**config.mk**
```make
export PLATFORM = sky130hd
export DESIGN_NAME = psl_sieve_ctrl
export DESIGN_NICKNAME = d
export VERILOG_FILES = /design/src/sv/psl_pkg.sv /design/src/sv/psl_sieve_ctrl.sv
export SDC_FILE = /design/constraint.sdc
export NUM_CORES = 1
export LEC_CHECK = 0
export BUFFER_PORTS_ARGS = -buffer_cell sky130_fd_sc_hd__buf_2
export CAP_MARGIN = 20
export CORE_ASPECT_RATIO = 1.25
export CORE_UTILIZATION = 50
export DETAILED_ROUTE_END_ITERATION = 8
export PLACE_DENSITY = 0.66
export SYNTH_ARGS = -nofsm -noshare
export SYNTH_HDL_FRONTEND = slang
export SYNTH_SLANG_ARGS = --single-unit
```
**constraint.sdc**
```tcl
create_clock -name i_clk -period 5.1 [get_ports i_clk]
set_clock_uncertainty 0.05 [all_clocks]
set_input_delay 1.02 -clock i_clk [delete_from_list [all_inputs] [get_ports i_clk]]
set_output_delay 1.02 -clock i_clk [all_outputs]
set_load 0.005 [all_outputs]
```
**src/sv/psl_pkg.sv**
```systemverilog
`default_nettype none
package psl_pkg;

    // table geometry
    localparam int TABLE_DEPTH = 65536;
    localparam int ADDR_W      = $clog2(TABLE_DEPTH);
    localparam int LIMIT_W     = 16;
    localparam int QUERY_W     = 16;
    // odd candidate i runs while i*i <= limit, so it needs about half the address bits
    localparam int I_W         = (ADDR_W + 1) / 2 + 2;
    localparam int SQ_W        = 2 * I_W;
    // multiple pointer: one extra bit so it can step past the limit
    localparam int J_W         = ADDR_W + 1;

    localparam logic [LIMIT_W-1:0] LIMIT_RESET = LIMIT_W'(65535);
    localparam logic [31:0]        MAX_COVER   = 32'(TABLE_DEPTH - 1);

    // first odd candidate and the stride between candidates
    localparam int FIRST_ODD = 3;
    localparam int ODD_STEP  = 2;

    typedef enum logic [2:0] {
        ST_NEED,
        ST_INIT,
        ST_TEST,
        ST_CHECK,
        ST_CLEAR,
        ST_READY
    } t_psl_state;

    typedef struct packed {
        logic              we;
        logic              re;
        logic [ADDR_W-1:0] addr;
        logic              wdata;
    } t_psl_mem_req;

endpackage
`default_nettype wire

```
**src/sv/psl_sieve_ctrl.sv**
```systemverilog
`default_nettype none
module psl_sieve_ctrl (
    input  wire                        i_clk,
    input  wire                        i_rst_n,
    input  wire                        i_start,
    input  wire                        i_rebuild,
    input  wire  [psl_pkg::ADDR_W-1:0] i_lim,
    input  wire                        i_rdata,
    output psl_pkg::t_psl_mem_req      o_req,
    output logic                       o_ready
);
    import psl_pkg::*;

    t_psl_state      r_state, n_state;
    logic [I_W-1:0]  r_i, n_i;
    logic [SQ_W-1:0] r_sq, n_sq;
    logic [J_W-1:0]  r_j, n_j;

    logic [J_W-1:0]  sum_j;
    logic [SQ_W-1:0] next_sq;
    logic            sq_over;
    logic            init_last;
    logic            init_bit;

    // shared arithmetic for the sweep
    assign sum_j     = r_j + J_W'(r_i);
    assign next_sq   = r_sq + (SQ_W'(r_i) << 2) + SQ_W'(4);
    assign sq_over   = r_sq > SQ_W'(i_lim);
    assign init_last = r_j == J_W'(i_lim);
    // 2 is prime, other evens and 1 composite, odd numbers start prime
    assign init_bit  = (r_j == J_W'(2)) || (r_j[0] && (r_j != J_W'(1)));

    // next state and sweep counters
    always_comb begin
        n_state = r_state;
        n_i     = r_i;
        n_sq    = r_sq;
        n_j     = r_j;
        if (i_rebuild) begin
            n_state = ST_NEED;
        end else begin
            case (r_state)
                ST_NEED: begin
                    if (i_start) begin
                        n_state = ST_INIT;
                        n_j     = '0;
                    end
                end
                ST_INIT: begin
                    if (init_last) begin
                        n_state = ST_TEST;
                        n_i     = I_W'(FIRST_ODD);
                        n_sq    = SQ_W'(FIRST_ODD * FIRST_ODD);
                    end else begin
                        n_j = r_j + J_W'(1);
                    end
                end
                ST_TEST: begin
                    n_state = sq_over ? ST_READY : ST_CHECK;
                end
                ST_CHECK: begin
                    if (i_rdata) begin
                        n_state = ST_CLEAR;
                        n_j     = J_W'(r_sq);
                    end else begin
                        n_state = ST_TEST;
                        n_i     = r_i + I_W'(ODD_STEP);
                        n_sq    = next_sq;
                    end
                end
                ST_CLEAR: begin
                    if (sum_j > J_W'(i_lim)) begin
                        n_state = ST_TEST;
                        n_i     = r_i + I_W'(ODD_STEP);
                        n_sq    = next_sq;
                    end else begin
                        n_j = sum_j;
                    end
                end
                ST_READY: begin
                    n_state = ST_READY;
                end
                default: begin
                    n_state = ST_NEED;
                end
            endcase
        end
    end

    // memory requests for fill, candidate read and multiple clearing
    always_comb begin
        o_req       = '0;
        o_req.addr  = r_j[ADDR_W-1:0];
        o_ready     = 1'b0;
        case (r_state)
            ST_INIT: begin
                o_req.we    = 1'b1;
                o_req.wdata = init_bit;
            end
            ST_TEST: begin
                o_req.re   = !sq_over;
                o_req.addr = ADDR_W'(r_i);
            end
            ST_CLEAR: begin
                o_req.we    = 1'b1;
                o_req.wdata = 1'b0;
            end
            ST_READY: begin
                o_ready = 1'b1;
            end
            default: begin
                o_req.we = 1'b0;
            end
        endcase
    end

    always_ff @(posedge i_clk) begin
        if (!i_rst_n) begin
            r_state <= ST_NEED;
        end else begin
            r_state <= n_state;
        end
        r_i  <= n_i;
        r_sq <= n_sq;
        r_j  <= n_j;
    end

endmodule
`default_nettype wire

```
# Word level (Yosys, flattened, before mapping)
# Cells that the tools add are included.
# classes
mux	23
eq_ne	15
n_bitwise	2
magnitude_cmp	2
addsub	5
reduce_logical	11
# op_table
cell	count
2-to-1 mux 17 bit	5
one-hot mux 17 bit (4 select lines)	1
2-to-1 mux 20 bit	3
one-hot mux 20 bit (3 select lines)	1
2-to-1 mux 10 bit	3
one-hot mux 10 bit (3 select lines)	1
adder 20 x 12 -> 20 bit	1
adder 20 x 3 -> 20 bit (second input constant)	1
greater-than comparator 20 x 16 -> 1 bit	1
one-hot mux 3 bit (6 select lines)	1
adder 17 x 1 -> 17 bit (second input constant)	1
adder 17 x 10 -> 17 bit	1
== test 17 x 16 -> 1 bit	1
== test 17 x 2 -> 1 bit (second input constant)	1
greater-than comparator 17 x 16 -> 1 bit	1
inequality test 17 x 1 -> 1 bit (second input constant)	1
2-to-1 mux 3 bit	5
inequality test 2 bit (second input constant)	7
adder 10 x 2 -> 10 bit (second input constant)	1
== test 3 x 2 -> 1 bit (second input constant)	2
== test 3 bit (second input constant)	2
AND reduction 6 bit	1
AND reduction 5 bit	1
nonzero test 4 bit	1
other kinds (10)	14
# totals
regBits	50
input_bits	21
word_cells	62
output_inout_bits	20

# Depth between registers and ports, before layout
# Gate-level depths: netlist of the first run.
# logic_depth
word_depth	4
depth_mapped	14
ltp_nobuf	14

# Worst setup path before layout of the first run
# Ideal clock, no wire load.
# synth_path
kind	register to register
start	register r_j[0]
end	register r_j[0], enable pin
setup_ps	413
period_less_slack_ps	4729
arrival_time_ps	4266
stages_incl_launch_ff	15
t_required_ps	4637
path_buffers	0
path_slack_ps	371
path_cell_list	edfxtp_1 -> inv_1 -> fa_1 -> nor2b_1 -> o31a_1 -> o2111ai_2 -> a21oi_1 -> xor2_1 -> ha_1 -> a21o_1 -> a211o_1 -> a221oi_1 -> a21o_1 -> a31oi_1 -> nor3_1
# synth_between
elab_chain_len	4
word_cells_on_any_way	6
cone_classes	1 x add/sub; 1 x order compare; 3 x eq/ne; 1 x reduce/logical
# synth_rtl
item	line	rtl
from (decl)	psl_sieve_ctrl.sv:17	logic [J_W-1:0] r_j, n_j;
from (signal assigned)	psl_sieve_ctrl.sv:125	r_j <= n_j;
adder 17 x 10 -> 17 bit	psl_sieve_ctrl.sv:26	assign sum_j = r_j + J_W'(r_i);
greater-than comparator 17 x 16 -> 1 bit	psl_sieve_ctrl.sv:72	if (sum_j > J_W'(i_lim)) begin
inequality test 2 bit (no source line)	n/a	
AND reduction 6 bit (no source line) (*)	n/a	
# Mark *: on every way between the ends. The rest lies on a longest branch, timed or not.
# A chain may end at the register's enable or synchronous reset.

# Worst setup path in the final report of the first run
# layout_path
start	register r_j[0]
end	register r_i[3], enable pin
# layout_between
elab_chain_len	4
word_cells_on_any_way	6
cone_classes	1 x add/sub; 1 x order compare; 3 x eq/ne; 1 x reduce/logical
# layout_rtl
item	line	rtl
adder 17 x 10 -> 17 bit	psl_sieve_ctrl.sv:26	
greater-than comparator 17 x 16 -> 1 bit	psl_sieve_ctrl.sv:72	
inequality test 2 bit (no source line)	n/a	
AND reduction 5 bit (no source line) (*)	n/a	
to (signal assigned)	psl_sieve_ctrl.sv:123	r_i <= n_i;
to (decl)	psl_sieve_ctrl.sv:15	logic [I_W-1:0] r_i, n_i;
# Marks and branches as above.

==> results of run 1 <==
how the worst max path moves through the flow:
stage | startpoint | cells after the start | to
after floorplan | r_j[0] | 14 | r_j[0]
after global placement | r_j[0] | 14 | r_i[3]
after detailed placement | r_j[0] | 15 | r_i[4]
after CTS | r_j[0] | 15 | r_i[3]
after global routing | r_j[0] | 15 | r_sq[3]
final | r_j[0] | 15 | r_i[3]
registers in the layout (all words and copies together), names as in the netlist:
register,count
r_i,9
r_j,17
r_sq,17
r_state,3
power groups by stage:
stage	Clock [W]	Combinational, W	Sequential (W)
after floorplan	0	0.000202	0.000447
after global placement	0	0.000264	0.000467
after detailed placement	0	0.000271	0.000467
after CTS	0.000343	0.000272	0.000458
after global routing	0.000358	0.000306	0.000462
final	0.000341	0.000274	0.000459
kinds of logic after synthesis:
family | Yosys count | share of synthesized area (%)
flip-flops | 46 | 28.04
AO/OA/AOI/OAI | 148 | 19.89
adder cells (fa/ha/maj) | 62 | 16.41
AND/OR/NAND/NOR | 181 | 19.16
buffers and inverters | 57 | 4.828
XOR/XNOR | 54 | 9.813
multiplexers | 8 | 1.869
cell type report:
type | count | area (um2)
Clock buffer | 5 | 125.1
Clock inverter | 3 | 21.27
Fill cell | 884 | 3951
Inverter | 32 | 120.1
Multi-Input combinational cell | 453 | 3246
Sequential cell | 46 | 1351
Tap cell | 123 | 153.9
Timing Repair Buffer | 51 | 302.8
per-stage QoR:
step	total power (W)	utilization, %	area, um2	cells	setup WS [ns]
2_1_floorplan	0.0006491	-	4820	556	0.3712
3_5_place_dp	0.0007373	55.80	5174	705	0.7236
3_3_place_gp	0.0007302	55.51	5146	704	0.5795
4_1_cts	0.001074	57.38	5320	713	0.7037
5_1_grt	0.001126	57.38	5320	713	0.4245
6_report	0.001075	57.38	5320	713	0.6613
Yosys cell counts (12+ instances only):
| master | count | share of area [%] |
|---|---|---|
| a21oi_1 | 43 | 4.5 |
| clkbuf_1 | 12 | 0.93 |
| edfxtp_1 | 43 | 27 |
| ha_1 | 60 | 16 |
| inv_1 | 31 | 2.4 |
| nand2_1 | 42 | 3.3 |
| nand3_1 | 15 | 1.6 |
| nand4_1 | 15 | 1.9 |
| nor2_1 | 45 | 3.5 |
| o21ai_0 | 31 | 3.2 |
| xnor2_1 | 34 | 6.2 |
| xor2_1 | 20 | 3.6 |
placed cells by master, fill, tap and decap left out, types with 7 or more instances in the layout:
| master | count |
|---|---|
| a21o_1 | 7 |
| a21oi_1 | 43 |
| buf_2 | 40 |
| buf_4 | 10 |
| edfxtp_1 | 43 |
| ha_1 | 60 |
| inv_1 | 31 |
| mux2_2 | 8 |
| nand2_1 | 42 |
| nand3_1 | 15 |
| nand4_1 | 15 |
| nor2_1 | 45 |
| nor2b_1 | 9 |
| nor3_1 | 7 |
| o211ai_1 | 9 |
| o21ai_0 | 31 |
| xnor2_1 | 34 |
| xor2_1 | 20 |
per-layer routing:
layer,vias up,track usage [%],routed length [um]
li1,2132,-,-
met1,2135,36.43,6074
met2,145,51.03,6905
met3,34,4.713,750
met4,0,14.21,592
met5,-,0,0
worst max-delay path: stages (launching register included):
cell and delay (ns):
edfxtp_1 0.54, inv_1 0.16, fa_1 0.45, nor2b_1 0.18
o31a_1 0.25, o2111ai_2 0.21, a21oi_1 0.20, xor2_1 0.22
ha_1 0.28, a21o_1 0.18, a211o_1 0.28, a221oi_1 0.21
a21o_1 0.17, nand4_1 0.16, and3_1 0.41, buf_16 0.23
==> qor.txt, run 1 <==
Outcome: complete, no violations
Worst Setup End Kind: flip-flop
PostCTS Resize Cnt: 0
Vias per cell: 6.236
CP Data Required Time: 5.11 ns
CTS sink cnt: 46
Antenna diodes: 0
Port bufs: 40
Post-synth ARST share: 0%
Period utilisation layout: 87.03%
Initial antenna violation count: 0
CORE AREA: 9271 um2
Pwr dens: 202.0 nW/um2
Inserted Clock Buffers: 5
Hold path cells: 2
Drt pass-1 iters: 5
End of the worst hold path: r_sq[19]
Max Slew Vio Count: 0
Final Hold Slack: 0.5837 ns
Mapped Cells: 556
Clock tree buffer depth: 2
Register-to-register setup slack: 0.66 ns
EDFF count, synth: 43
Fin Setup TNS: 0 ns
Leakage: 2.134 nW
Die X: 89.82 um
Flop pwr share: 42.7%
Sequential area share after synthesis: 28.04%
Worst r2r src: r_j[0]
VDD IR-drop max: 0.1682 mV
Slew headroom: 32.23%
Share of cells above drive strength 1: 13.05%
Rows: 39
GP Congestion: 0.9629
Clock power frac: 31.8%
TritonCTS clock tree: yes
DR iter-0 viols: 345
Switching share of power: 32.14%
Number of antenna-violating nets in the routed design: 0
Fmax: 0.2253 GHz
Latest clock arrival within the worst-skew pair: 0.30 ns
Post-Syn Area per Cell: 8.668 um2
Pint: 0.0007293 W
Total GRT Usage: 29.77%
H-tree levels: 2
Root Driver: clkbuf_16
# DRC: 0
Post-Syn Nets: 639
Die Height: 111.8 um
Setup Viol. Count Final: 0
Largest net degree at the start of global routing: 28
Logic pwr share: 25.5%
Starting Density: 51.98%
Mapped Area: 4820 um2
Die Area: 10040 um2
Crit path kind: flip-flop to flip-flop
First-pass GRT wire length: 23110 um
Vias: 4446
Area growth, synth to finish: 10.38%
Psw: 0.0003453 W
Final global-route overflow total: 0
Most common flop cell mapped by yosys: edfxtp_1
Max-Cap Viols: 0
CTS Hold Bufs: 0
Nets: 672
Startpoint Class: flip-flop
Crit Path Max Fanout: 20
Hold_sp: r_sq[19]
FF-to-FF path depth: 15
Worst path arrival time: 4.45 ns
Clock slew at reported path FFs: 0.07 ns
Ports: 41
Hpwl dp: 11290 um
Worst r2r dst: r_i[3]
YS warnings: 0
Final count of hold timing violations: 0
Minimum clock period: 4.439 ns
Post-CTS Setup Inserts: 0
FF+latch count, synth: 46
Final WL: 14320 um
Worst min path class: flip-flop to flip-flop
RSZ-0062 raised after global routing: no
Routed len/inst: 20.09 um
Count of different cell masters after synthesis: 66
Slew at the pin with the worst max-slew slack: 1.006 ns
Vias in the first global route: 4443
No activity file was read; power rests on OpenSTA's default activity.
==> inputs of run 2 (changes only) <==
--- a/config.mk
+++ b/config.mk
@@ -10,7 +10,7 @@
 export CORE_ASPECT_RATIO = 1.25
 export CORE_UTILIZATION = 50
 export DETAILED_ROUTE_END_ITERATION = 8
-export PLACE_DENSITY = 0.66
+export PLACE_DENSITY = 0.68
 export SYNTH_ARGS = -nofsm -noshare
 export SYNTH_HDL_FRONTEND = slang
 export SYNTH_SLANG_ARGS = --single-unit
==> constraint.sdc (replaced) <==
create_clock -name i_clk -period 3.9 [get_ports i_clk]
set_clock_uncertainty 0.05 [all_clocks]
set_input_delay 0.78 -clock i_clk [delete_from_list [all_inputs] [get_ports i_clk]]
set_output_delay 0.78 -clock i_clk [all_outputs]
set_load 0.005 [all_outputs]
==> run 2 against run 1 <==
Sequential share of layout area fell by 1.3 points. Register-to-register slack got worse by 0.54 ns. Critical path depth fell by 1. Core utilization rose by 3.1 points. Cell area rose by 5.4%. Setup slack got worse by 0.54 ns. Highest routed layer unchanged. Cell count rose by 4.1%. Power rose by 32%. Combinational power rose by 51%. Via count rose by 4.6%. Global-route usage rose by 0.28 points. Critical endpoint is now r_sq[4].
==> qor.txt, run 2 (same netlist as run 1, synthesis figures left out) <==
Slew at the pin with the worst max-slew slack: 0.7314 ns
Rows: 39
GP Congestion: 1.016
Register-to-register setup slack: 0.12 ns
Worst Setup End Kind: flip-flop
Latest clock arrival within the worst-skew pair: 0.29 ns
Setup Viol. Count Final: 0
Switching share of power: 31.25%
CORE AREA: 9271 um2
Nets: 701
Period utilisation layout: 96.97%
Final global-route overflow total: 0
End of the worst hold path: r_j[5]
Share of cells above drive strength 1: 19.06%
Inserted Clock Buffers: 5
Minimum clock period: 3.782 ns
Dpl cells: 729
FF-to-FF path depth: 14
# DRC: 0
Clock slew at reported path FFs: 0.06 ns
First-pass GRT wire length: 23400 um
Worst min path class: flip-flop to flip-flop
Min setup slack post-route: 0.1182 ns
Port bufs: 40
Hpwl dp: 11500 um
Worst r2r dst: r_sq[4]
Final WL: 14870 um
Initial antenna violation count: 0
TritonCTS clock tree: yes
Fmax: 0.2644 GHz
Routed len/inst: 20.04 um
Total GRT Usage: 30.05%
Die X: 89.82 um
Hold path cells: 2
Number of antenna-violating nets in the routed design: 0
Max Slew Vio Count: 0
Top Registers: r_j (17), r_sq (17), r_i (9)
Vias per cell: 6.267
Slew headroom: 51.06%
Clock power frac: 29.7%
Final count of hold timing violations: 0
Fin Setup TNS: 0 ns
Worst path arrival time: 3.77 ns
Max-Cap Viols: 0
Tot Pwr: 0.001419 W
Most frequent cells in the layout: 58 x ha_1, 44 x nor2_1, 43 x edfxtp_1
CTS sink cnt: 46
Drt pass-1 iters: 5
DR iter-0 viols: 390
Fillers: 842
Leakage: 2.273 nW
Die Area: 10040 um2
Place WS: 0.08769 ns
Pint: 0.0009757 W
Flop pwr share: 41.2%
Area growth, synth to finish: 16.33%
Largest net degree at the start of global routing: 28
Die Height: 111.8 um
CP Data Required Time: 3.89 ns
Psw: 0.0004436 W
Pwr dens: 253.1 nW/um2
H-tree levels: 2
Post-layout util: 60.47%
Starting Density: 51.98%
Outcome: complete, no violations
Ports: 41
Startpoint Class: flip-flop
Worst r2r src: r_i[5]
Antenna diodes: 0
Commonest non-fill, non-tap cell in the layout: ha_1
Worst Setup SP: r_i[5]
VDD IR-drop max: 0.1868 mV
Clock tree buffer depth: 2
Root Driver: clkbuf_16
Crit path kind: flip-flop to flip-flop
Vias in the first global route: 4417
Logic pwr share: 29.1%
Layout Cells excl Fill: 742
Crit Path Max Fanout: 26
Vias: 4650
Hold_sp: r_sq[5]
-- run 2: worst max path at each step --
stage / endpoint / slack [ns] / cells after the start
finish: r_sq[4] / 0.12 / 14
global route: r_i[2] / -0.05 / 16
CTS: r_i[2] / 0.06 / 15
detailed placement: r_i[1] / 0.09 / 15
global placement: r_i[1] / 0.17 / 14
floorplan: r_j[0] / 0.009 / 14
-- run 2: layout make-up --
type	count	area, um2	area share (%)
inverters	32	120.1	2.142
flip-flops and latches	46	1351	24.10
repair buffers	80	525.5	9.373
clock inverters	2	8.758	0.1562
multi-input cells	453	3318	59.18
well taps	123	153.9	2.745
clock buffers	6	128.9	2.299
-- run 2: worst max-delay path, cell delays in order (launching register included) --
cell,delay [ns]
edfxtp_1,0.40
ha_1,0.23
or3_4,0.39
a21o_1,0.19
o2111ai_2,0.27
a21oi_2,0.09
xor2_1,0.17
ha_1,0.33
a21o_1,0.18
a211o_1,0.31
a221oi_2,0.19
a21o_1,0.17
nand4_1,0.15
and3_4,0.24
buf_12,0.16
-- run 2: timing repair --
| action | 4_1_cts | 5_1_grt |
|---|---|---|
| setup endpoints to repair | 0 | 43 |
| gates resized for setup | 0 | 11 |
| hold buffers | 0 | 0 |
| buffers inserted | 0 | 4 |
-- run 2: layer usage --
| metal | up-vias | track usage (%) | wire [um] |
|---|---|---|---|
| li1 | 2182 | - | - |
| met4 | 0 | 15.41 | 678 |
| met5 | - | 0 | 0 |
| met2 | 235 | 50.00 | 7117 |
| met1 | 2178 | 37.91 | 6000 |
| met3 | 55 | 4.303 | 1074 |
-- run 2: power groups by stage --
stage,clock (W),sequential [W],combinational (W)
2_1_floorplan,0,0.000585,0.000265
3_3_place_gp,0,0.000592,0.000383
3_5_place_dp,0,0.000594,0.000390
4_1_cts,0.000427,0.000583,0.000392
5_1_grt,0.000440,0.000587,0.000455
6_report,0.000421,0.000585,0.000413
-- run 2: per-stage QoR --
stage	instance area, um2	hold WS (ns)
2_1_floorplan	4833	0.4996
3_3_place_gp	5368	0.5521
3_5_place_dp	5368	0.5529
4_1_cts	5505	0.5719
5_1_grt	5607	0.6066
6_report	5607	0.5784
